File: src/rtl/gae_pkg.sv
package gae_pkg;

  localparam int MAX_POP  = 128;
  localparam int POP_W    = 7;
  localparam int GENES    = 20;
  localparam int ALLELE_W = 2;
  localparam int GENOME_W = GENES * ALLELE_W;
  localparam int SCORE_W  = 5;
  localparam int SUM_W    = 12;
  localparam int DRAW_W   = 16;
  localparam int CUT_W    = 5;
  localparam int SIZE_W   = 8;
  localparam int APB_AW   = 4;
  localparam int APB_DW   = 64;

  // Register byte addresses on the configuration port.
  localparam logic [APB_AW-1:0] ADDR_MODEL = 4'h0;
  localparam logic [APB_AW-1:0] ADDR_SIZE  = 4'h8;

  typedef enum logic [1:0] {
    ACT_LOAD   = 2'd0,
    ACT_EVAL   = 2'd1,
    ACT_BREED  = 2'd2,
    ACT_COMMIT = 2'd3
  } action_t;

  typedef enum logic [1:0] {
    DIV_P1  = 2'd0,
    DIV_P2  = 2'd1
  } div_sel_t;

  typedef enum logic [4:0] {
    S_IDLE, S_LOAD, S_EV_RD, S_EV_SC,
    S_D1_GO, S_D1_WT, S_D2_GO, S_D2_WT,
    S_WK_RD, S_WK_CHK, S_RD_A, S_RD_B, S_CHILD,
    S_CM_RD, S_CM_WR, S_DONE
  } state_t;

  typedef struct packed {
    logic [1:0]          action;
    logic [POP_W-1:0]    organism_index;
    logic [GENOME_W-1:0] genome;
    logic [DRAW_W-1:0]   select_draw_one;
    logic [DRAW_W-1:0]   select_draw_two;
    logic [DRAW_W-1:0]   crossover_draw;
    logic [GENES-1:0]    mutation_mask;
    logic [GENOME_W-1:0] mutant_genome;
  } in_word_t;

  typedef struct packed {
    logic             perfect_found;
    logic [POP_W-1:0] perfect_index;
    logic [SUM_W-1:0] fitness_total;
    logic [POP_W-1:0] parent_one;
    logic [POP_W-1:0] parent_two;
  } out_word_t;

  typedef struct packed {
    logic     latch;
    logic     load_wr;
    logic     ev_sc;
    logic     div_go;
    logic     div_take;
    div_sel_t div_sel;
    logic     wk_chk;
    logic     rd_a;
    logic     rd_b;
    logic     child_wr;
    logic     cm_wr;
  } gae_cmd_t;

  typedef struct packed {
    logic ev_stop;
    logic div_done;
    logic wk_stop;
    logic k_last;
  } gae_stat_t;

endpackage

File: src/rtl/gae_ctrl.sv
module gae_ctrl
  import gae_pkg::*;
(
  input  logic      clk,
  input  logic      rst,
  input  logic      in_valid,
  input  action_t   action,
  input  logic      out_free,
  input  gae_stat_t stat,
  output logic      in_stall,
  output logic      out_load,
  output gae_cmd_t  cmd
);

  state_t state, state_next;

  always_ff @(posedge clk) begin
    if (rst) begin
      state <= S_IDLE;
    end else begin
      state <= state_next;
    end
  end

  // Next state.
  always_comb begin
    state_next = state;
    unique case (state)
      S_IDLE: begin
        if (in_valid) begin
          unique case (action)
            ACT_LOAD:   state_next = S_LOAD;
            ACT_EVAL:   state_next = S_EV_RD;
            ACT_BREED:  state_next = S_D1_GO;
            ACT_COMMIT: state_next = S_CM_RD;
            default:    state_next = S_IDLE;
          endcase
        end
      end
      S_LOAD:   state_next = S_DONE;
      S_EV_RD:  state_next = S_EV_SC;
      S_EV_SC:  state_next = stat.ev_stop ? S_DONE : S_EV_RD;
      S_D1_GO:  state_next = S_D1_WT;
      S_D1_WT:  state_next = stat.div_done ? S_D2_GO : S_D1_WT;
      S_D2_GO:  state_next = S_D2_WT;
      S_D2_WT:  state_next = stat.div_done ? S_WK_RD : S_D2_WT;
      S_WK_RD:  state_next = S_WK_CHK;
      S_WK_CHK: state_next = stat.wk_stop ? S_RD_A : S_WK_RD;
      S_RD_A:   state_next = S_RD_B;
      S_RD_B:   state_next = S_CHILD;
      S_CHILD:  state_next = S_DONE;
      S_CM_RD:  state_next = S_CM_WR;
      S_CM_WR:  state_next = stat.k_last ? S_DONE : S_CM_RD;
      S_DONE:   state_next = out_free ? S_IDLE : S_DONE;
      default:  state_next = S_IDLE;
    endcase
  end

  // Commands to the datapath.
  always_comb begin
    cmd          = '0;
    cmd.div_sel  = DIV_P1;
    in_stall     = (state != S_IDLE);
    out_load     = (state == S_DONE) && out_free;
    cmd.latch    = (state == S_IDLE) && in_valid;
    cmd.load_wr  = (state == S_LOAD);
    cmd.ev_sc    = (state == S_EV_SC);
    cmd.div_go   = (state == S_D1_GO) || (state == S_D2_GO);
    cmd.div_take = (state == S_D1_WT) || (state == S_D2_WT);
    if ((state == S_D2_GO) || (state == S_D2_WT)) begin
      cmd.div_sel = DIV_P2;
    end
    cmd.wk_chk   = (state == S_WK_CHK);
    cmd.rd_a     = (state == S_RD_A);
    cmd.rd_b     = (state == S_RD_B);
    cmd.child_wr = (state == S_CHILD);
    cmd.cm_wr    = (state == S_CM_WR);
  end

endmodule

File: config.mk
export PLATFORM = sky130hd
export DESIGN_NAME = gae_ctrl
export DESIGN_NICKNAME = d
export VERILOG_FILES = /design/src/rtl/gae_pkg.sv /design/src/rtl/gae_ctrl.sv
export SDC_FILE = /design/constraint.sdc
export NUM_CORES = 1
export LEC_CHECK = 0
export BUFFER_PORTS_ARGS = -buffer_cell sky130_fd_sc_hd__buf_2
export CORE_AREA = 2 2 39 41
export DETAILED_ROUTE_END_ITERATION = 12
export DIE_AREA = 0 0 41 43
export PLACE_DENSITY = 0.67
export SLEW_MARGIN = 20
export SYNTH_ARGS = -nofsm -noshare
export SYNTH_HDL_FRONTEND = slang
export SYNTH_SLANG_ARGS = --single-unit
File: constraint.sdc
create_clock -name clk -period 1.9 [get_ports clk]
set_clock_uncertainty 0.2 [all_clocks]
set_input_delay 0.095 -clock clk [delete_from_list [all_inputs] [get_ports clk]]
set_output_delay 0.095 -clock clk [all_outputs]
set_load 0.05 [all_outputs]
==> run_results.csv, run 1 <==
group,metric,value,unit
outcome,status,"completed",
synthesis,synth_top_family_by_area,"simple AND/OR/NAND/NOR gates",
timing,fin_crit_sh,96.0,%
drt,ant_nets,0,
synthesis,ys_seq_area_share,16.0,%
synthesis,avgSynthCellArea,6.60,µm²
synthesis,synthTopCellsByArea,"dfxtp_1, ha_1, nor3_1, nand2b_1, a21oi_1",
synthesis,yosys.area_share.simple,33.4,%
synthesis,syn_area,502,µm²
placed_design,place_congestion,0.845,
drt,drt_iter0_drc,11,
worst_setup_path,arrival,1.53,ns
synthesis,muxShareOfSynthArea,2.00,%
clock_tree,root_buffer,"clkbuf_4",
synthesis,synth-edff-count,0,
global_routing,track_usage,16.0,%
pwr,power_density,1860,nW/µm²
timing,setup_ws,0.0762,ns
cells_and_area,synthToLayoutAreaGrowth,36.2,%
placed_design,pre_cts_ws,0.298,ns
worst_setup_path,critPathKind,"flip-flop to output pin",
global_routing,grt_pass1_wl,1.93,mm
worst_hold_path,hold_depth,3,
cells_and_area,reg.largest.list,"state x4",
pwr,p_leak,0.000335,µW
cells_and_area,fill_cells,155,
drt,drc,0,
timing,rsz0062_at_grt,"false",
synthesis,synth_top_area_share,16.0,%
drt,wl_per_cell,10.5,µm
clock_tree,cts-htree-levels,1,
die,die_x,41,µm
synthesis,ys.flop_type,"dfxtp_1",
worst_setup_path,r2r-end,"state[0]$_SDFFE_PP0P_",
drt,drt_wl_total,1.22,mm
synthesis,synth_top_area_cell,"dfxtp_1",
global_routing,overflow,0,
global_routing,grt_pass1_vias,487,
worst_setup_path,ff2ff_path_depth,3,
placed_design,io_buffer_count,22,
timing,hold_violations,0,
synthesis,ys_seq_elements,4,
drt,num_vias,599,
global_routing,antenna_found_initial,0,
synthesis,synthCells,76,
synthesis,synth_nets,90,
worst_setup_path,crit_fanout,11,
cells_and_area,layout-drive-gt1-share,36.0,%
synthesis,synth_xor_area_share,0,%
clock_tree,clk_path_buf_depth,2,
worst_setup_path,critPathMaxStageDelay,0.56,ns
synthesis,ys_types,28,
worst_setup_path,slowest_stage,"or4_4",
worst_setup_path,reg2reg_from,"state[2]$_SDFFE_PP0P_",
cells_and_area,largest_reg_flops,4,
clock_tree,cts.clk_slew.worst_paths,0.04,ns
worst_hold_path,hp-start,"in_valid",
clock_tree,clock_sinks,4,
drt,vias_per_cell,5.16,
global_routing,grt_max_degree,17,
synthesis,synth_fa_ha_area_share,9.98,%
timing,max_freq,0.548,GHz
placed_design,dp_hpwl,930,µm
worst_setup_path,path_cells,"or4_4, nor2_2, clkbuf_4",
cells_and_area,nets,116,
clock_tree,numCtsBuffers,3,
worst_setup_path,required,1.60,ns
cells_and_area,num_antenna_cells,0,
cells_and_area,utilization,49.4,%
timing,period_needed,1.82,ns
clock_tree,clock_latency,0.23,ns
drt,drtPass1Iterations,4,
timing,finalSetupViolations,0,
worst_setup_path,crit_path_end_kind,"output pin",
die,num_io_pins,24,
synthesis,synth_compound_area_share,27.9,%
synthesis,synth_async_sr_flop_share,0,%
timing,maxSlewViolCount,0,
die,dieArea,1760,µm²
die,placeableCoreArea,1380,µm²
die,start_util,36.3,%
die,die_h,43,µm
worst_setup_path,reg2reg_slack,0.33,ns
cells_and_area,regMostFlops,"state",
synthesis,yosys_warnings,0,
pwr,irDropWorstVdd,0.906,mV
run,drv_cap,0,
worst_hold_path,hold_end,"state[0]$_SDFFE_PP0P_",
worst_setup_path,start_kind,"flip-flop",
clock_tree,cts_tree,"done",
die,std_cell_rows,14,
worst_hold_path,hold_path_class,"input pin to flip-flop",
[power breakdown]
group | switching [µW] | internal (µW) | leakage [µW] | total [µW]
logic | 632 | 330 | 0.000288 | 961
clock network | 32.5 | 70.5 | 0.0000138 | 103
registers | 76.6 | 128 | 0.0000333 | 204
[synthesized netlist by cell type (2+ instances only)]
master    number
a21oi_1        6
o21ai_0        2
nor3_1         8
inv_1          5
nor2_1         8
buf_2          4
a31oi_1        3
o21ai_1        2
nand2b_1       6
ha_1           4
dfxtp_1        4
nand2_1        8
[final cells by class]
class                   instances  area [µm²]  share of cell area, %
repair buffers                 27         153                   22.3
well taps                      16        20.0                   2.93
multi-input cells              61         389                   57.0
inverters                       5        18.8                   2.75
clock buffers                   3        22.5                   3.30
flip-flops and latches          4        80.1                   11.7
[worst max-delay path, delay by kind of cell, from the launching register on]
family                 cells  cell delay, ns
buffers and inverters      1            0.23
DFF                        1            0.41
and+or+nand+nor            2            0.65
[worst max-delay path by stage]
stage	from	to	slack [ns]
final	state[2]$_SDFFE_PP0P_	cmd[11]	0.08
after global routing	state[2]$_SDFFE_PP0P_	cmd[11]	0.009
after CTS	state[2]$_SDFFE_PP0P_	cmd[11]	0.04
after detailed placement	state[2]$_SDFFE_PP0P_	cmd[11]	0.30
after global placement	state[2]$_SDFFE_PP0P_	cmd[11]	0.31
after floorplan	state[3]$_SDFFE_PP0P_	cmd[8]	-0.05
[metal layers]
layer	vias to the layer above	GRT usage (%)	wire, µm
li1	311	-	-
met1	248	20.9	554
met2	36	22.2	504
met3	4	7.33	125
met4	0	6.00	30
met5	-	0	0
[repair_timing]
item / 4_1_cts / 5_1_grt
endpoints found under the hold margin: 4 / 0
resized for setup: 0 / 1
setup endpoints to repair: 0 / 1
buffers inserted: 0 / 0
hold buffers: 1 / 0
[cell families (layout without fill, tap and decap cells)]
kind of cell / Yosys count / after routing
AO/OA/AOI/OAI: 21 / 21
buffers and inverters: 11 / 35
AND/OR/NAND/NOR: 34 / 34
adder cells (fa/ha/maj): 4 / 4
flip-flops: 4 / 4
other: 1 / 1
multiplexers: 1 / 1
[through the flow]
stage / cell area (µm²) / TNS, ns / cells / total power [µW] / hold WS (ns)
2_1_floorplan: 519 / -0.0891 / 76 / 958 / 0.0974
3_3_place_gp: 648 / 0 / 112 / 1150 / 0.190
3_5_place_dp: 648 / 0 / 112 / 1150 / 0.207
4_1_cts: 681 / 0 / 116 / 1270 / 0.00974
5_1_grt: 683 / 0 / 116 / 1380 / 0.0471
6_report: 683 / 0 / 116 / 1270 / 0.0103
[cells in the final DEF (no fill, tap or decap)]
cell type / instances
a21oi_1: 6
a21o_1: 1
nor3_2: 2
nor2b_1: 1
o31ai_1: 1
nor3_1: 6
nor3b_2: 1
o221ai_2: 1
nand3_1: 1
o21bai_2: 1
buf_2: 21
nor2_1: 7
nand2_1: 8
o22ai_1: 1
a21boi_1: 1
a31oi_1: 3
nand2b_1: 6
o221ai_1: 1
o21ai_0: 2
o21ai_1: 2
or4_4: 1
dfxtp_1: 4
ha_1: 4
nor2_2: 1
buf_4: 4
clkbuf_4: 4
conb_1: 1
mux2i_1: 1
o21a_1: 1
dlygate4sd3_1: 1
inv_1: 5
No activity file was read; power rests on OpenSTA's default activity.
==> run 2, diff against run 1 <==
--- a/config.mk
+++ b/config.mk
@@ -9,6 +9,7 @@
 export CORE_AREA = 2 2 39 41
 export DETAILED_ROUTE_END_ITERATION = 12
 export DIE_AREA = 0 0 41 43
+export HOLD_SLACK_MARGIN = 0.1
 export PLACE_DENSITY = 0.67
 export SLEW_MARGIN = 20
 export SYNTH_ARGS = -nofsm -noshare
==> constraint.sdc (replaced) <==
create_clock -name clk -period 2.2 [get_ports clk]
set_clock_uncertainty 0.2 [all_clocks]
set_input_delay 0.11 -clock clk [delete_from_list [all_inputs] [get_ports clk]]
set_output_delay 0.11 -clock clk [all_outputs]
set_load 0.05 [all_outputs]
==> run_results.csv, run 2 (synthesis gave the netlist of run 1 again) <==
group,metric,value,unit
drt,wl_per_cell,11.1,µm
die,die_x,41,µm
worst_setup_path,crit_fanout,17,
drt,drtPass1Iterations,4,
timing,fin_crit_sh,90.6,%
global_routing,overflow,0,
placed_design,placed_cells,108,
cells_and_area,utilization,47.2,%
die,num_io_pins,24,
cells_and_area,largest_reg_flops,4,
placed_design,place_congestion,0.805,
die,std_cell_rows,14,
pwr,power_density,1580,nW/µm²
timing,period_needed,1.99,ns
drt,num_vias,595,
drt,drt_iter0_drc,19,
timing,rsz0062_at_grt,"false",
worst_setup_path,ff2ff_path_depth,4,
run,drv_cap,0,
pwr,p_leak,0.000316,µW
cells_and_area,nets,114,
timing,setup_tns,0,ns
timing,maxSlewViolCount,0,
clock_tree,clk_path_buf_depth,2,
timing,hold_violations,0,
timing,maxSlewHeadroom,62.2,%
cells_and_area,synthToLayoutAreaGrowth,30.2,%
global_routing,grt_pass1_wl,1.95,mm
cells_and_area,fill_cells,134,
worst_setup_path,arrival,1.68,ns
clock_tree,numCtsBuffers,3,
worst_setup_path,required,1.89,ns
die,placeableCoreArea,1380,µm²
placed_design,dp_hpwl,862,µm
clock_tree,cts_tree,"done",
worst_setup_path,reg2reg_slack,0.49,ns
clock_tree,clock_sinks,4,
clock_tree,root_buffer,"clkbuf_4",
drt,drc,0,
cells_and_area,layout_common_cells,"buf_2, nor2_1, nand2_1, nor3_1",
cells_and_area,regMostFlops,"state",
global_routing,track_usage,15.6,%
die,dieArea,1760,µm²
global_routing,grt_pass1_vias,489,
worst_hold_path,hold_depth,5,
cells_and_area,num_antenna_cells,0,
placed_design,io_buffer_count,22,
global_routing,grt_max_degree,20,
drt,ant_nets,0,
outcome,status,"completed",
timing,finalSetupViolations,0,
worst_setup_path,critPathKind,"flip-flop to output pin",
drt,vias_per_cell,5.22,
cells_and_area,layout_commonest_cell,"buf_2",
cells_and_area,final_cells,114,
global_routing,antenna_found_initial,0,
die,start_util,36.3,%
clock_tree,cts.clk_slew.worst_paths,0.04,ns
timing,worst_pin_slew,0.566,ns
clock_tree,cts-htree-levels,1,
cells_and_area,layout-drive-gt1-share,28.6,%
cells_and_area,reg.largest.list,"state x4",
cells_and_area,ff_latch_area,80.1,µm²
cells_and_area,multi_input_area,372,µm²
timing,max_freq,0.502,GHz
clock_tree,clock_latency,0.23,ns
worst_hold_path,hold_path_class,"input pin to flip-flop",
clock_tree,post_cts_buffers,0,
drt,drt_wl_total,1.26,mm
pwr,irDropWorstVdd,0.562,mV
worst_setup_path,crit_path_end_kind,"output pin",
worst_setup_path,start_kind,"flip-flop",
die,die_h,43,µm
[run 2: worst max-delay path, cell delays in order, from the launching register on]
cell,delay (ns)
dfxtp_1,0.46
or4_4,0.63
nor2_1,0.10
buf_2,0.26
[run 2: final timing paths]
check	startpoint	endpoint
max	state[0]$_SDFFE_PP0P_	cmd[11]
min	stat[0]	state[1]$_SDFFE_PP0P_
max reg2reg	state[3]$_SDFFE_PP0P_	state[0]$_SDFFE_PP0P_
min reg2reg	state[0]$_SDFFE_PP0P_	state[3]$_SDFFE_PP0P_
[run 2: final cells by class]
cell class,instances,share of cell area [%]
repair buffers,25,21.5
inverters,5,2.87
clock buffers,3,3.45
well taps,16,3.07
multi-input cells,61,56.9
flip-flops and latches,4,12.3
[run 2: metrics by stage]
step / power (µW) / hold slack [ns] / cell area [µm²] / setup slack, ns
after global placement: 924 / 0.213 / 601 / 0.487
after CTS: 1030 / 0.134 / 653 / 0.211
after detailed placement: 928 / 0.215 / 601 / 0.464
after global routing: 1100 / 0.186 / 653 / 0.122
final: 1030 / 0.152 / 653 / 0.208
after floorplan: 807 / 0.112 / 502 / 0.0245
[run 2: where the power goes]
group / internal, µW / switching (µW)
Combinational: 235 / 445
Clock: 61.0 / 30.1
Sequential: 110 / 150
Total: 406 / 625
[run 2: routing by layer]
layer	vias up	part of all wire, %	global-route usage (%)
met4	0	2.0	8.00
li1	306	-	-
met5	-	0	0
met3	4	6.7	1.57
met2	32	46	23.1
met1	253	45	21.4
[run 2: repair_timing]
action                    4_1_cts  5_1_grt
resized for setup               0        0
hold buffers                    3        0
hold endpoints to repair        4        0
==> run 3, diff against run 2 <==
--- a/config.mk
+++ b/config.mk
@@ -5,12 +5,13 @@
 export SDC_FILE = /design/constraint.sdc
 export NUM_CORES = 1
 export LEC_CHECK = 0
+export ABC_AREA = 1
 export BUFFER_PORTS_ARGS = -buffer_cell sky130_fd_sc_hd__buf_2
 export CORE_AREA = 2 2 39 41
 export DETAILED_ROUTE_END_ITERATION = 12
 export DIE_AREA = 0 0 41 43
 export HOLD_SLACK_MARGIN = 0.1
-export PLACE_DENSITY = 0.67
+export PLACE_DENSITY = 0.66
 export SLEW_MARGIN = 20
 export SYNTH_ARGS = -nofsm -noshare
 export SYNTH_HDL_FRONTEND = slang
==> run_results.csv, run 3 <==
group,metric,value,unit
drt,num_vias,634,
drt,drt_wl_total,1.29,mm
die,num_io_pins,24,
global_routing,antenna_found_initial,0,
pwr,irDropWorstVdd,0.728,mV
synthesis,ys_seq_elements,4,
placed_design,place_congestion,0.843,
synthesis,ys.flop_type,"dfxtp_1",
placed_design,dp_hpwl,1.06,mm
cells_and_area,synthToLayoutAreaGrowth,37.8,%
placed_design,placed_cells,130,
clock_tree,clock_sinks,4,
cells_and_area,final_cells,137,
drt,ant_nets,0,
drt,wl_per_cell,9.38,µm
cells_and_area,layout_common_cells,"nand2_1, buf_2, nor2_1",
outcome,status,"completed",
synthesis,ys_seq_area_share,16.3,%
worst_setup_path,crit_fanout,7,
timing,setup_ws,0.257,ns
drt,drt_iter0_drc,25,
die,start_util,35.4,%
synthesis,synth-edff-count,0,
pwr,p_leak,0.000467,µW
synthesis,ys_types,15,
cells_and_area,reg.largest.list,"state x4",
global_routing,track_usage,17.3,%
run,drv_cap,0,
clock_tree,post_cts_buffers,0,
placed_design,io_buffer_count,22,
die,dieArea,1760,µm²
clock_tree,clock_latency,0.24,ns
cells_and_area,num_antenna_cells,0,
clock_tree,cts_resized,0,
global_routing,grt_pass1_wl,2.06,mm
die,std_cell_rows,14,
global_routing,grt_max_degree,8,
timing,setup_tns,0,ns
die,die_x,41,µm
timing,holdWs,0.120,ns
pwr,power_density,1270,nW/µm²
timing,finalSetupViolations,0,
worst_hold_path,hold_path_class,"input pin to flip-flop",
timing,hold_violations,0,
pwr,finalPower,856,µW
worst_hold_path,hold_depth,7,
clock_tree,cts-htree-levels,1,
timing,rsz0062_at_grt,"false",
cells_and_area,regMostFlops,"state",
worst_setup_path,critPathKind,"flip-flop to flip-flop",
timing,maxSlewViolCount,0,
synthesis,synth_top_area_share,16.8,%
clock_tree,cts_tree,"done",
worst_setup_path,start_kind,"flip-flop",
drt,drc,0,
die,placeableCoreArea,1380,µm²
timing,max_freq,0.515,GHz
timing,period_needed,1.94,ns
clock_tree,cts.clk_slew.worst_paths,0.04,ns
drt,vias_per_cell,4.63,
cells_and_area,nets,137,
synthesis,synth_nets,107,
placed_design,pre_cts_ws,0.687,ns
worst_setup_path,ff2ff_path_depth,5,
synthesis,synth_async_sr_flop_share,0,%
clock_tree,numCtsBuffers,3,
synthesis,yosys_warnings,0,
cells_and_area,layout-drive-gt1-share,23.1,%
synthesis,syn_area,490,µm²
synthesis,synthTopCellsByArea,"nand2_1, dfxtp_1, nor2_1, inv_1, ha_1",
clock_tree,root_buffer,"clkbuf_4",
worst_setup_path,required,2.12,ns
global_routing,overflow,0,
die,die_h,43,µm
synthesis,synthCells,93,
synthesis,avgSynthCellArea,5.27,µm²
synthesis,yosysMostFrequentCell,"nand2_1",
timing,fin_crit_sh,88.3,%
drt,drtPass1Iterations,5,
worst_setup_path,arrival,1.87,ns
synthesis,synth_common_cells,"nand2_1, nor2_1, inv_1",
cells_and_area,largest_reg_flops,4,
synthesis,synth_top_area_cell,"nand2_1",
worst_setup_path,crit_path_end_kind,"flip-flop",
global_routing,grt_pass1_vias,565,
clock_tree,clk_path_buf_depth,2,
-- run 3: changes by cell type in the layout (fill, tap and decap cells not counted), sizes merged, moves of 5 or more --
| cell | previous run | this run |
|---|---|---|
| nand2 | 8 | 23 |
| nor2 | 8 | 21 |
| inv | 5 | 19 |
| nand3 | 1 | 10 |
| nand2b | 6 | 0 |
| nor3 | 8 | 3 |
-- run 3: critical path, stage by stage (launching register included) --
cell	delay, ns
dfxtp_1	0.36
nor2_1	0.34
nand2_2	0.13
o21bai_2	0.12
dlygate4sd3_1	0.62
nor2_1	0.06
-- run 3: kinds of logic after synthesis --
logic type               count (synthesis)  share of synthesized area [%]
adder cells (fa/ha/maj)                  4                           10.2
buffers and inverters                   20                           16.1
other                                    1                          0.765
flip-flops                               4                           16.3
AO/OA/AOI/OAI                            6                           7.40
AND/OR/NAND/NOR                         58                           49.2
-- run 3: where the power goes --
part           switching [µW]  total (µW)  internal [µW]
registers                49.2         153            104
logic                     448         611            163
clock network            30.7        91.7           61.1
-- run 3: worst paths after layout --
check	startpoint	to	slack, ns
min reg2reg	state[0]$_SDFFE_PP0P_	state[0]$_SDFFE_PP0P_	0.52
max reg2reg	state[0]$_SDFFE_PP0P_	state[1]$_SDFFE_PP0P_	0.26
max	state[0]$_SDFFE_PP0P_	state[1]$_SDFFE_PP0P_	0.26
min	stat[1]	state[1]$_SDFFE_PP0P_	0.12
-- run 3: cell type report --
class                      instances  area (µm²)
fill                             160         708
timing repair buffer              26         150
multi-input combinational         69         332
sequential                         4        80.1
tap                               16        20.0
inverter                          19        71.3
clock buffer                       3        22.5
-- run 3: metal layers --
metal	GRT usage (%)	part of all wire [%]	wire, µm	up-vias
li1	-	-	-	342
met5	0	0	0	-
met4	8.00	1.2	16	0
met3	3.14	7.9	102	4
met2	31.3	51	661	30
met1	17.3	39	505	258
-- run 3: repair_timing --
item	CTS	global route
hold buffers	4	0
hold endpoints to repair	4	0
setup endpoints to repair	0	0
-- run 3: per-stage QoR --
step | util (%) | instance area [µm²]
floorplan | - | 490
global placement | 44.3 | 613
detailed placement | 44.3 | 613
CTS | 48.8 | 676
global route | 48.8 | 676
finish | 48.8 | 676
